===== src/rtl/vtc_pkg.sv =====
// ----------------------------------------------------------------------------
// vtc_pkg
// Shared command codes, register indexes and the control and status
// structures that join the text cell controller and its datapath.
// ----------------------------------------------------------------------------
`default_nettype none

package vtc_pkg;

  // command kinds
  localparam logic [4:0] KIND_GLYPH   = 5'd0;
  localparam logic [4:0] KIND_MOVE    = 5'd1;
  localparam logic [4:0] KIND_FWD     = 5'd2;
  localparam logic [4:0] KIND_BACK    = 5'd3;
  localparam logic [4:0] KIND_UP      = 5'd4;
  localparam logic [4:0] KIND_DOWN    = 5'd5;
  localparam logic [4:0] KIND_CR      = 5'd6;
  localparam logic [4:0] KIND_LF      = 5'd7;
  localparam logic [4:0] KIND_RLF     = 5'd8;
  localparam logic [4:0] KIND_SCRLUP  = 5'd9;
  localparam logic [4:0] KIND_SCRLDN  = 5'd10;
  localparam logic [4:0] KIND_REGION  = 5'd11;
  localparam logic [4:0] KIND_ELINE   = 5'd12;
  localparam logic [4:0] KIND_EDISP   = 5'd13;
  localparam logic [4:0] KIND_INSL    = 5'd14;
  localparam logic [4:0] KIND_DELL    = 5'd15;
  localparam logic [4:0] KIND_INSC    = 5'd16;
  localparam logic [4:0] KIND_DELC    = 5'd17;
  localparam logic [4:0] KIND_SAVE    = 5'd18;
  localparam logic [4:0] KIND_RESTORE = 5'd19;
  localparam logic [4:0] KIND_CLEAR   = 5'd20;
  localparam logic [4:0] KIND_TICK    = 5'd21;
  localparam logic [4:0] KIND_READ    = 5'd22;

  // erase modes
  localparam logic [1:0] ERASE_TO_END   = 2'd0;
  localparam logic [1:0] ERASE_TO_START = 2'd1;

  // configuration register indexes
  localparam logic [1:0] CFG_COLS   = 2'd0;
  localparam logic [1:0] CFG_ROWS   = 2'd1;
  localparam logic [1:0] CFG_PERIOD = 2'd2;

  // reset values and constants
  localparam logic [7:0] COLS_DEFAULT  = 8'd80;
  localparam logic [6:0] ROWS_DEFAULT  = 7'd24;
  localparam logic [7:0] BLINK_DEFAULT = 8'd50;
  localparam logic [7:0] BLANK_CHAR    = 8'h20;

  // controller to datapath commands
  typedef struct packed {
    logic take;
    logic plan;
    logic clear;
    logic load;
    logic sel;
    logic wr;
    logic adv;
    logic fin;
    logic report;
  } cmd_t;

  // datapath to controller status
  typedef struct packed {
    logic reinit;
    logic en0;
    logic en1;
    logic copy;
    logic last;
  } stat_t;

endpackage

`default_nettype wire


===== src/rtl/vtc_ctrl.sv =====
// ----------------------------------------------------------------------------
// vtc_ctrl
// Sequencer for the text cell engine: takes a request, has the datapath
// plan it, walks up to two cell sweeps, then finishes and reports unless clearing.
// ----------------------------------------------------------------------------
`default_nettype none

module vtc_ctrl (
  input  wire logic           clk,
  input  wire logic           rst,
  input  wire logic           start,
  output logic                busy,
  input  wire vtc_pkg::stat_t st,
  output vtc_pkg::cmd_t       cmd
);

  localparam logic [3:0] S_IDLE  = 4'd0;
  localparam logic [3:0] S_CLRP  = 4'd1;
  localparam logic [3:0] S_PLAN  = 4'd2;
  localparam logic [3:0] S_LOAD0 = 4'd3;
  localparam logic [3:0] S_LOAD1 = 4'd4;
  localparam logic [3:0] S_CELL  = 4'd5;
  localparam logic [3:0] S_COPYW = 4'd6;
  localparam logic [3:0] S_FIN   = 4'd7;
  localparam logic [3:0] S_REP   = 4'd8;

  logic [3:0] state, state_next;
  logic       clearing, clearing_next;
  logic       idx, idx_next;

  assign busy = (state != S_IDLE);

  // next state and commands
  always_comb begin
    cmd           = '0;
    state_next    = state;
    clearing_next = clearing;
    idx_next      = idx;
    case (state)
      S_IDLE: begin
        if (start) begin
          cmd.take   = 1'b1;
          state_next = S_PLAN;
        end
      end
      S_CLRP: begin
        cmd.plan   = 1'b1;
        cmd.clear  = 1'b1;
        state_next = S_LOAD0;
      end
      S_PLAN: begin
        cmd.plan   = 1'b1;
        state_next = S_LOAD0;
      end
      S_LOAD0: begin
        if (st.en0) begin
          cmd.load   = 1'b1;
          cmd.sel    = 1'b0;
          idx_next   = 1'b0;
          state_next = S_CELL;
        end else begin
          state_next = S_LOAD1;
        end
      end
      S_LOAD1: begin
        if (st.en1) begin
          cmd.load   = 1'b1;
          cmd.sel    = 1'b1;
          idx_next   = 1'b1;
          state_next = S_CELL;
        end else begin
          state_next = S_FIN;
        end
      end
      S_CELL: begin
        if (st.copy) begin
          state_next = S_COPYW;
        end else begin
          cmd.wr  = 1'b1;
          cmd.adv = 1'b1;
          if (st.last) begin
            state_next = idx ? S_FIN : S_LOAD1;
          end
        end
      end
      S_COPYW: begin
        cmd.wr  = 1'b1;
        cmd.adv = 1'b1;
        if (st.last) begin
          state_next = idx ? S_FIN : S_LOAD1;
        end else begin
          state_next = S_CELL;
        end
      end
      S_FIN: begin
        if (clearing) begin
          clearing_next = 1'b0;
          state_next    = S_IDLE;
        end else begin
          cmd.fin    = 1'b1;
          state_next = S_REP;
        end
      end
      S_REP: begin
        cmd.report = 1'b1;
        state_next = S_IDLE;
      end
      default: begin
        state_next = S_IDLE;
      end
    endcase
    // dimension write restarts the clearing pass
    if (st.reinit) begin
      state_next    = S_CLRP;
      clearing_next = 1'b1;
    end
  end

  // state registers
  always_ff @(posedge clk) begin
    if (rst) begin
      state    <= S_CLRP;
      clearing <= 1'b1;
      idx      <= 1'b0;
    end else begin
      state    <= state_next;
      clearing <= clearing_next;
      idx      <= idx_next;
    end
  end

endmodule

`default_nettype wire


===== config.mk =====
export PLATFORM = sky130hd
export DESIGN_NAME = vtc_ctrl
export DESIGN_NICKNAME = d
export VERILOG_FILES = /design/src/rtl/vtc_pkg.sv /design/src/rtl/vtc_ctrl.sv
export SDC_FILE = /design/constraint.sdc
export NUM_CORES = 1
export LEC_CHECK = 0
export ABC_AREA = 0
export BUFFER_PORTS_ARGS = -buffer_cell sky130_fd_sc_hd__clkbuf_2
export CAP_MARGIN = 10
export CORE_AREA = 2 2 39 41
export CTS_CLUSTER_DIAMETER = 40
export DETAILED_ROUTE_END_ITERATION = 6
export DIE_AREA = 0 0 41 43
export GPL_TIMING_DRIVEN = 0
export HOLD_SLACK_MARGIN = 0.08
export PLACE_DENSITY = 0.62
export REMOVE_ABC_BUFFERS = 1
export SYNTH_ARGS = -nofsm -noshare
export SYNTH_HDL_FRONTEND = slang
export SYNTH_SLANG_ARGS = --single-unit
export TNS_END_PERCENT = 100

===== constraint.sdc =====
create_clock -name clk -period 1.96 [get_ports clk]
set_input_delay 0.392 -clock clk [delete_from_list [all_inputs] [get_ports clk]]
set_output_delay 0.392 -clock clk [all_outputs]
set_load 0.05 [all_outputs]

---- Yosys cells after proc, flatten, opt, wreduce, memory -nomap -nowiden ----
Index checks and enable logic that the tools add are counted.
Widths: inputs -> output; s select.
storage, ports and cells
  bits in registers ....................... 6
  input bits .............................. 8
  output and inout port bits .............. 10
  word-level logic and storage cells ...... 46
operators by class
  equality and inequality tests ........... 12
  multiplexer cells ....................... 24
  reductions and logical operators ........ 7
operators with widths
  kind                number
  $pmux 4 s7          1
  $eq 4x3->1 const B  4
  $mux 4              4
  $mux 2              6
  $mux 1              10
  $eq 4x2->1 const B  2
  $pmux 2 s2          2
  $ne 2x2->1 const B  3
  $eq 4x1->1 const B  1
  $eq 4x4->1 const B  1
  $logic_not 4->1     1
  $reduce_bool 4->1   1
  $reduce_or 2->1     2
  $ne 3x3->1 const B  1
  $reduce_and 3->1    1
  $pmux 1 s2          1
  $reduce_and 2->1    1
  $reduce_bool 2->1   1

---- Depth between registers and ports, before layout ----
Gate-level depths: netlist of run 1.
  depth in word-level cells ............... 4
  mapped depth ............................ 4
  gate-level depth less buffers ........... 3

---- Worst setup path after synthesis of run 1 ----
Ideal clock, no wire load.
  kind .................................... reg-to-output
  from .................................... register state[1]
  to ...................................... output cmd[5] (netlist bit)
  arrival time ............................ 1,696 ps
  data required time ...................... 1,568 ps
  path slack .............................. -128 ps
  cell stages (with the launch flop) ...... 4
  buffers on the path ..................... 1
  cell sequence ........................... dfxtp_1 > buf_6 > nand3_1 > o31ai_1
RTL lines
  what                    RTL line         RTL
  from (decl)             vtc_ctrl.sv:27   logic [3:0] state, state_next;
  from (signal assigned)  vtc_ctrl.sv:126  state <= state_next;
  to (decl)               vtc_ctrl.sv:14   output vtc_pkg::cmd_t cmd

==> impl_metrics.env, run 1 <==
export IMPL_status="finished clean"
export IMPL_grt_max_degree=13
export IMPL_diodes=0
export IMPL_port_buffers=17
export IMPL_initial_utilization_pct=29.6
export IMPL_power_uw=325
export IMPL_vdd_ir_drop_max_uv=313
export IMPL_synth_area_leader_cell="dfxtp_1"
export IMPL_syn_cell_area_sq_um=409
export IMPL_cts_hold_buffers_added=0
export IMPL_core_area_sq_um=1380
export IMPL_wl_per_cell_um=11.1
export IMPL_root_buffer="clkbuf_4"
export IMPL_num_rows=14
export IMPL_ios=18
export IMPL_die_h_um=43
export IMPL_place_area_sq_um=479
export IMPL_ys_seq_area_share_pct=29.4
export IMPL_rsz0062_at_grt="yes"
export IMPL_p_sw_share_pct=32.5
export IMPL_clkPwrFrac_pct=36.5
export IMPL_grt_usage_pct=11.8
export IMPL_grt_overflow_total=0
export IMPL_gp_congestion=0.666
export IMPL_finClkSkew_ps=8.56
export IMPL_crit_path_end_kind="primary output"
export IMPL_cts_max_path_buffers=2
export IMPL_start_kind="flip-flop"
export IMPL_htree_levels=1
export IMPL_cts_setup_buffers=0
export IMPL_netlist_instances=52
export IMPL_worstHoldPathType="input pin to flip-flop"
export IMPL_cp_max_fo=10
export IMPL_drt_iter0_markers=8
export IMPL_powerDensity_nw_per_um2=629
export IMPL_totalWireLength_um=922
export IMPL_dieArea_sq_um=1760
export IMPL_seqPwrFrac_pct=41.1
export IMPL_layout_min_cycle_time_ps=1910
export IMPL_p_switching_uw=106
export IMPL_report_final_slew_viol_count=0
export IMPL_cts_tree="done"
export IMPL_synth_warnings=0
export IMPL_nets=77
export IMPL_power_leakage_nw=0.218
export IMPL_post_dp_hpwl_um=686
export IMPL_grt_first_pass_wirelength_um=1410
export IMPL_p_int_uw=219
export IMPL_combPwrFrac_pct=22.4
export IMPL_drive_gt1_share_pct=37.3
export IMPL_grt_pass1_vias=333
export IMPL_vias_per_cell=5.24
export IMPL_final_common_cell="clkbuf_2"
export IMPL_cp_required_ps=1570
export IMPL_postRouteAntennaNets=0
export IMPL_die_w_um=41
export IMPL_antenna_found_initial=0
export IMPL_cp_data_arrival_time_ps=1520
export IMPL_cap_violations=0
export IMPL_cts_sinks=6
export IMPL_synth_top_area_share_pct=29.4
export IMPL_postLayoutCoreUtil_pct=37.3
export IMPL_timing_final_crit_share_pct=97.6
export IMPL_clk_pin_slew_ps=50
export IMPL_avgSynthCellArea_sq_um=7.87
export IMPL_numCtsBuffers=3
export IMPL_vias=435
export IMPL_firstDrtPassIters=2
export IMPL_crit_type="flip-flop to primary output"
export IMPL_area_growth_pct=26.3
export IMPL_synth_seq_cells=6
export IMPL_finalSetupViolCount=0
export IMPL_hold_viol=0
export IMPL_drc=0
export IMPL_worst_slew_pin_transition_ps=355
export IMPL_fmax_mhz=523
export IMPL_final_cell_mix="clkbuf_2 (14), clkbuf_4 (6), nor2_1 (4), nand2_1 (4), dfxtp_1 (4)"
export IMPL_whs_ps=310
export IMPL_stdcell_area_sq_um=517
export IMPL_yosys_top_cells_area="dfxtp_1 (29%), o31ai_1 (5.5%), nand2b_1 (4.6%)"
export IMPL_synth_cell_types=29
export IMPL_clock_latency_ps=250
export IMPL_slew_headroom_pct=76.3
-- layer usage --
| layer | up-vias | track usage [%] | routed length, um | part of all wire (%) |
|---|---|---|---|---|
| met5 | - | 0 | 0 | 0 |
| li1 | 220 | - | - | - |
| met4 | 0 | 4.00 | 0 | 0 |
| met2 | 14 | 17.5 | 414 | 45 |
| met1 | 201 | 14.1 | 436 | 47 |
| met3 | 0 | 6.28 | 70 | 7.6 |
-- cell families (layout without fill, tap and decap cells) --
group	count (synthesis)	after routing	synth area share, %
simple gates	23	23	31.5
compound gates	15	15	26.6
buf+inv	7	22	10.4
xor+xnor	1	1	2.14
flops	6	6	29.4
-- cells in the mapped netlist --
library cell and instances:
a21boi_0 1, a21boi_1 1, a21oi_1 2, a21oi_2 1
a221o_1 1, a311oi_1 1, and2_1 2, buf_2 1
buf_4 2, buf_6 1, clkbuf_1 1, dfxtp_1 6
inv_1 2, nand2_1 4, nand2b_1 3, nand3_1 1
nand4b_1 1, nor2_1 4, nor2b_1 1, nor3_1 3
nor4_1 2, nor4b_1 1, o21ai_0 2, o21ai_1 1
o311a_1 1, o31a_1 1, o31ai_1 3, or3b_4 1
xor2_1 1
-- area by class of cell --
class | count | area (sq um)
fillers | 146 | 867
multi-input cells | 39 | 251
flip-flops and latches | 6 | 123
repair buffers | 17 | 92.6
clock buffers | 3 | 22.5
well taps | 16 | 20.0
inverters | 2 | 7.51
-- flip-flops by register name (all words and copies together), names as in the netlist --
name	flops
clearing	1
idx	1
state	4
-- through the flow --
step | instances | TNS, ps | setup slack, ps
6_report | 83 | 0 | 47.9
5_1_grt | 83 | -66.1 | -33.2
4_1_cts | 83 | 0 | 11.4
2_1_floorplan | 47 | -1030 | -240
3_5_place_dp | 80 | 0 | 178
3_3_place_gp | 80 | 0 | 176
-- what timing repair did --
| action | in CTS | in global routing |
|---|---|---|
| gates cloned | 0 | 0 |
| endpoints found under the hold margin | 0 | 0 |
| gates resized for setup | 4 | 3 |
| setup endpoints to repair | 3 | 3 |
-- power by group through the flow --
stage / combinational, mW / sequential [mW] / clock [mW]
6_report: 0.0728 / 0.134 / 0.119
5_1_grt: 0.0785 / 0.135 / 0.129
4_1_cts: 0.0729 / 0.133 / 0.123
3_5_place_dp: 0.0722 / 0.135 / 0
3_3_place_gp: 0.0721 / 0.136 / 0
2_1_floorplan: 0.0532 / 0.133 / 0
-- critical path, stage by stage, from the launching register on --
cell and delay (ps):
dfxtp_2 400, or3b_4 410, a21oi_2 190, clkbuf_4 260
-- final timing paths --
| check | end | slack [ps] | from | depth (start not counted) |
|---|---|---|---|---|
| min reg2reg | clearing | 480 | clearing | 2 |
| max | cmd[3] | 50 | state[0] | 3 |
| max reg2reg | state[1] | 580 | state[3] | 3 |
| min | state[2] | 310 | st[4] | 2 |
Power figures use the tool's default switching activity.
==> run 2: changes to the inputs <==
--- a/config.mk
+++ b/config.mk
@@ -6,7 +6,7 @@
 export NUM_CORES = 1
 export LEC_CHECK = 0
 export ABC_AREA = 0
-export BUFFER_PORTS_ARGS = -buffer_cell sky130_fd_sc_hd__clkbuf_2
+export BUFFER_PORTS_ARGS = -buffer_cell sky130_fd_sc_hd__buf_2
 export CAP_MARGIN = 10
 export CORE_AREA = 2 2 39 41
 export CTS_CLUSTER_DIAMETER = 40
@@ -14,7 +14,7 @@
 export DIE_AREA = 0 0 41 43
 export GPL_TIMING_DRIVEN = 0
 export HOLD_SLACK_MARGIN = 0.08
-export PLACE_DENSITY = 0.62
+export PLACE_DENSITY = 0.59
 export REMOVE_ABC_BUFFERS = 1
 export SYNTH_ARGS = -nofsm -noshare
 export SYNTH_HDL_FRONTEND = slang
==> run 2 against run 1 <==
  * Design area decreased by 0.48%
  * Worst hold slack improved by 7.6 ps
  * Power decreased by 0.73%
  * Register-to-register slack improved by 50 ps
  * Critical path type unchanged
  * Count of clock-buffer cells in the layout unchanged
  * Clock power decreased by 3%
  * Critical endpoint is now cmd[2]
==> impl_metrics.env, run 2 (synthesis gave the netlist of run 1 again) <==
export IMPL_status="finished clean"
export IMPL_layout_min_cycle_time_ps=1900
export IMPL_grt_pass1_vias=371
export IMPL_finClkSkew_ps=3.18
export IMPL_core_area_sq_um=1380
export IMPL_postRouteAntennaNets=0
export IMPL_dieArea_sq_um=1760
export IMPL_report_final_slew_viol_count=0
export IMPL_power_uw=323
export IMPL_ios=18
export IMPL_clk_pin_slew_ps=50
export IMPL_worstHoldPathType="input pin to flip-flop"
export IMPL_totalWireLength_um=1010
export IMPL_die_h_um=43
export IMPL_regMostFlops="state"
export IMPL_slew_headroom_pct=75.5
export IMPL_crit_type="flip-flop to primary output"
export IMPL_diodes=0
export IMPL_worst_slew_pin_transition_ps=368
export IMPL_timing_final_crit_share_pct=97.0
export IMPL_finalSetupViolCount=0
export IMPL_antenna_found_initial=0
export IMPL_area_growth_pct=25.7
export IMPL_clock_latency_ps=240
export IMPL_top_layer="met3"
export IMPL_cp_data_arrival_time_ps=1510
export IMPL_path_cells="or3b_4 -> a21oi_2 -> buf_4"
export IMPL_cts_tree="done"
export IMPL_gp_congestion=0.704
export IMPL_port_buffers=17
export IMPL_wl_met2_um=459
export IMPL_start_kind="flip-flop"
export IMPL_cp_max_fo=10
export IMPL_crit_buf_inv=1
export IMPL_cap_violations=0
export IMPL_cp_required_ps=1570
export IMPL_vias_per_cell=5.25
export IMPL_final_cell_mix="buf_2 (14), nor2_1 (4), nand2_1 (4), dfxtp_1 (4)"
export IMPL_critPathMaxStageDelay_ps=450
export IMPL_cts_max_path_buffers=2
export IMPL_cpLargestDelayFamily="simple AND/OR/NAND/NOR gates"
export IMPL_cts_hold_buffers_added=0
export IMPL_drive_gt1_share_pct=37.3
export IMPL_numCtsBuffers=3
export IMPL_cts_setup_buffers=0
export IMPL_hold_viol=0
export IMPL_rsz0062_at_grt="yes"
export IMPL_root_buffer="clkbuf_4"
export IMPL_wl_met3_um=83
export IMPL_largest_register_ffs=4
export IMPL_final_common_cell="buf_2"
export IMPL_htree_levels=1
export IMPL_reg_largest_list="state (4), clearing (1), idx (1)"
export IMPL_initial_utilization_pct=29.6
export IMPL_grt_overflow_total=0
export IMPL_power_leakage_nw=0.219
export IMPL_drc=0
export IMPL_crit_path_end_kind="primary output"
export IMPL_cp_slowest_cell="or3b_4"
export IMPL_firstDrtPassIters=4
export IMPL_wl_per_cell_um=12.1
export IMPL_grt_first_pass_wirelength_um=1570
export IMPL_vias=436
export IMPL_cts_sinks=6
export IMPL_whs_ps=318
export IMPL_grt_max_degree=13
export IMPL_met1_length_um=463
export IMPL_powerDensity_nw_per_um2=628
export IMPL_die_w_um=41
export IMPL_grt_usage_pct=13.3
export IMPL_num_rows=14
export IMPL_drt_iter0_markers=15
export IMPL_post_dp_hpwl_um=742
export IMPL_nets=77
export IMPL_fmax_mhz=526
export IMPL_vdd_ir_drop_max_uv=424
-- run 2: per-layer routing --
layer  vias to the layer above  GRT usage [%]
met2                        14           18.1
met4                         0           4.00
met5                         -              0
met3                         0           7.85
met1                       199           17.1
li1                        223              -
-- run 2: final timing paths --
path              startpoint        to  slack [ps]  cells past startpoint
setup / recovery    state[1]    cmd[2]          60                      3
hold / removal         st[4]  state[2]         320                      2
setup reg to reg    state[3]  state[1]         630                      3
hold reg to reg     clearing  clearing         490                      2
-- run 2: cell type report --
cell class | instances | area (sq um)
Clock buffer | 3 | 22.5
Fill cell | 154 | 870
Inverter | 2 | 7.51
Multi-Input combinational cell | 39 | 249
Sequential cell | 6 | 123
Tap cell | 16 | 20.0
Timing Repair Buffer | 17 | 92.6
-- run 2: where the power goes --
group	leakage, nW	switching, mW	internal (mW)
logic	0.157	0.0487	0.0245
registers	0.0488	0.00840	0.126
clock network	0.0138	0.0459	0.0694
total	0.219	0.103	0.220
-- run 2: repair_timing --
action,CTS,global route
hold endpoints to repair,0,0
setup endpoints to repair,3,3
gates resized for setup,4,3
-- run 2: through the flow --
stage          util (%)  setup slack (ps)  std cells  cell area, sq um  setup TNS, ps
2_1_floorplan         -              -240         47               374          -1030
3_3_place_gp       34.6               196         80               479              0
3_5_place_dp       34.6               189         80               479              0
4_1_cts            36.8              55.8         83               509              0
5_1_grt            37.2             -2.90         83               514          -5.39
6_report           37.2              57.9         83               514              0
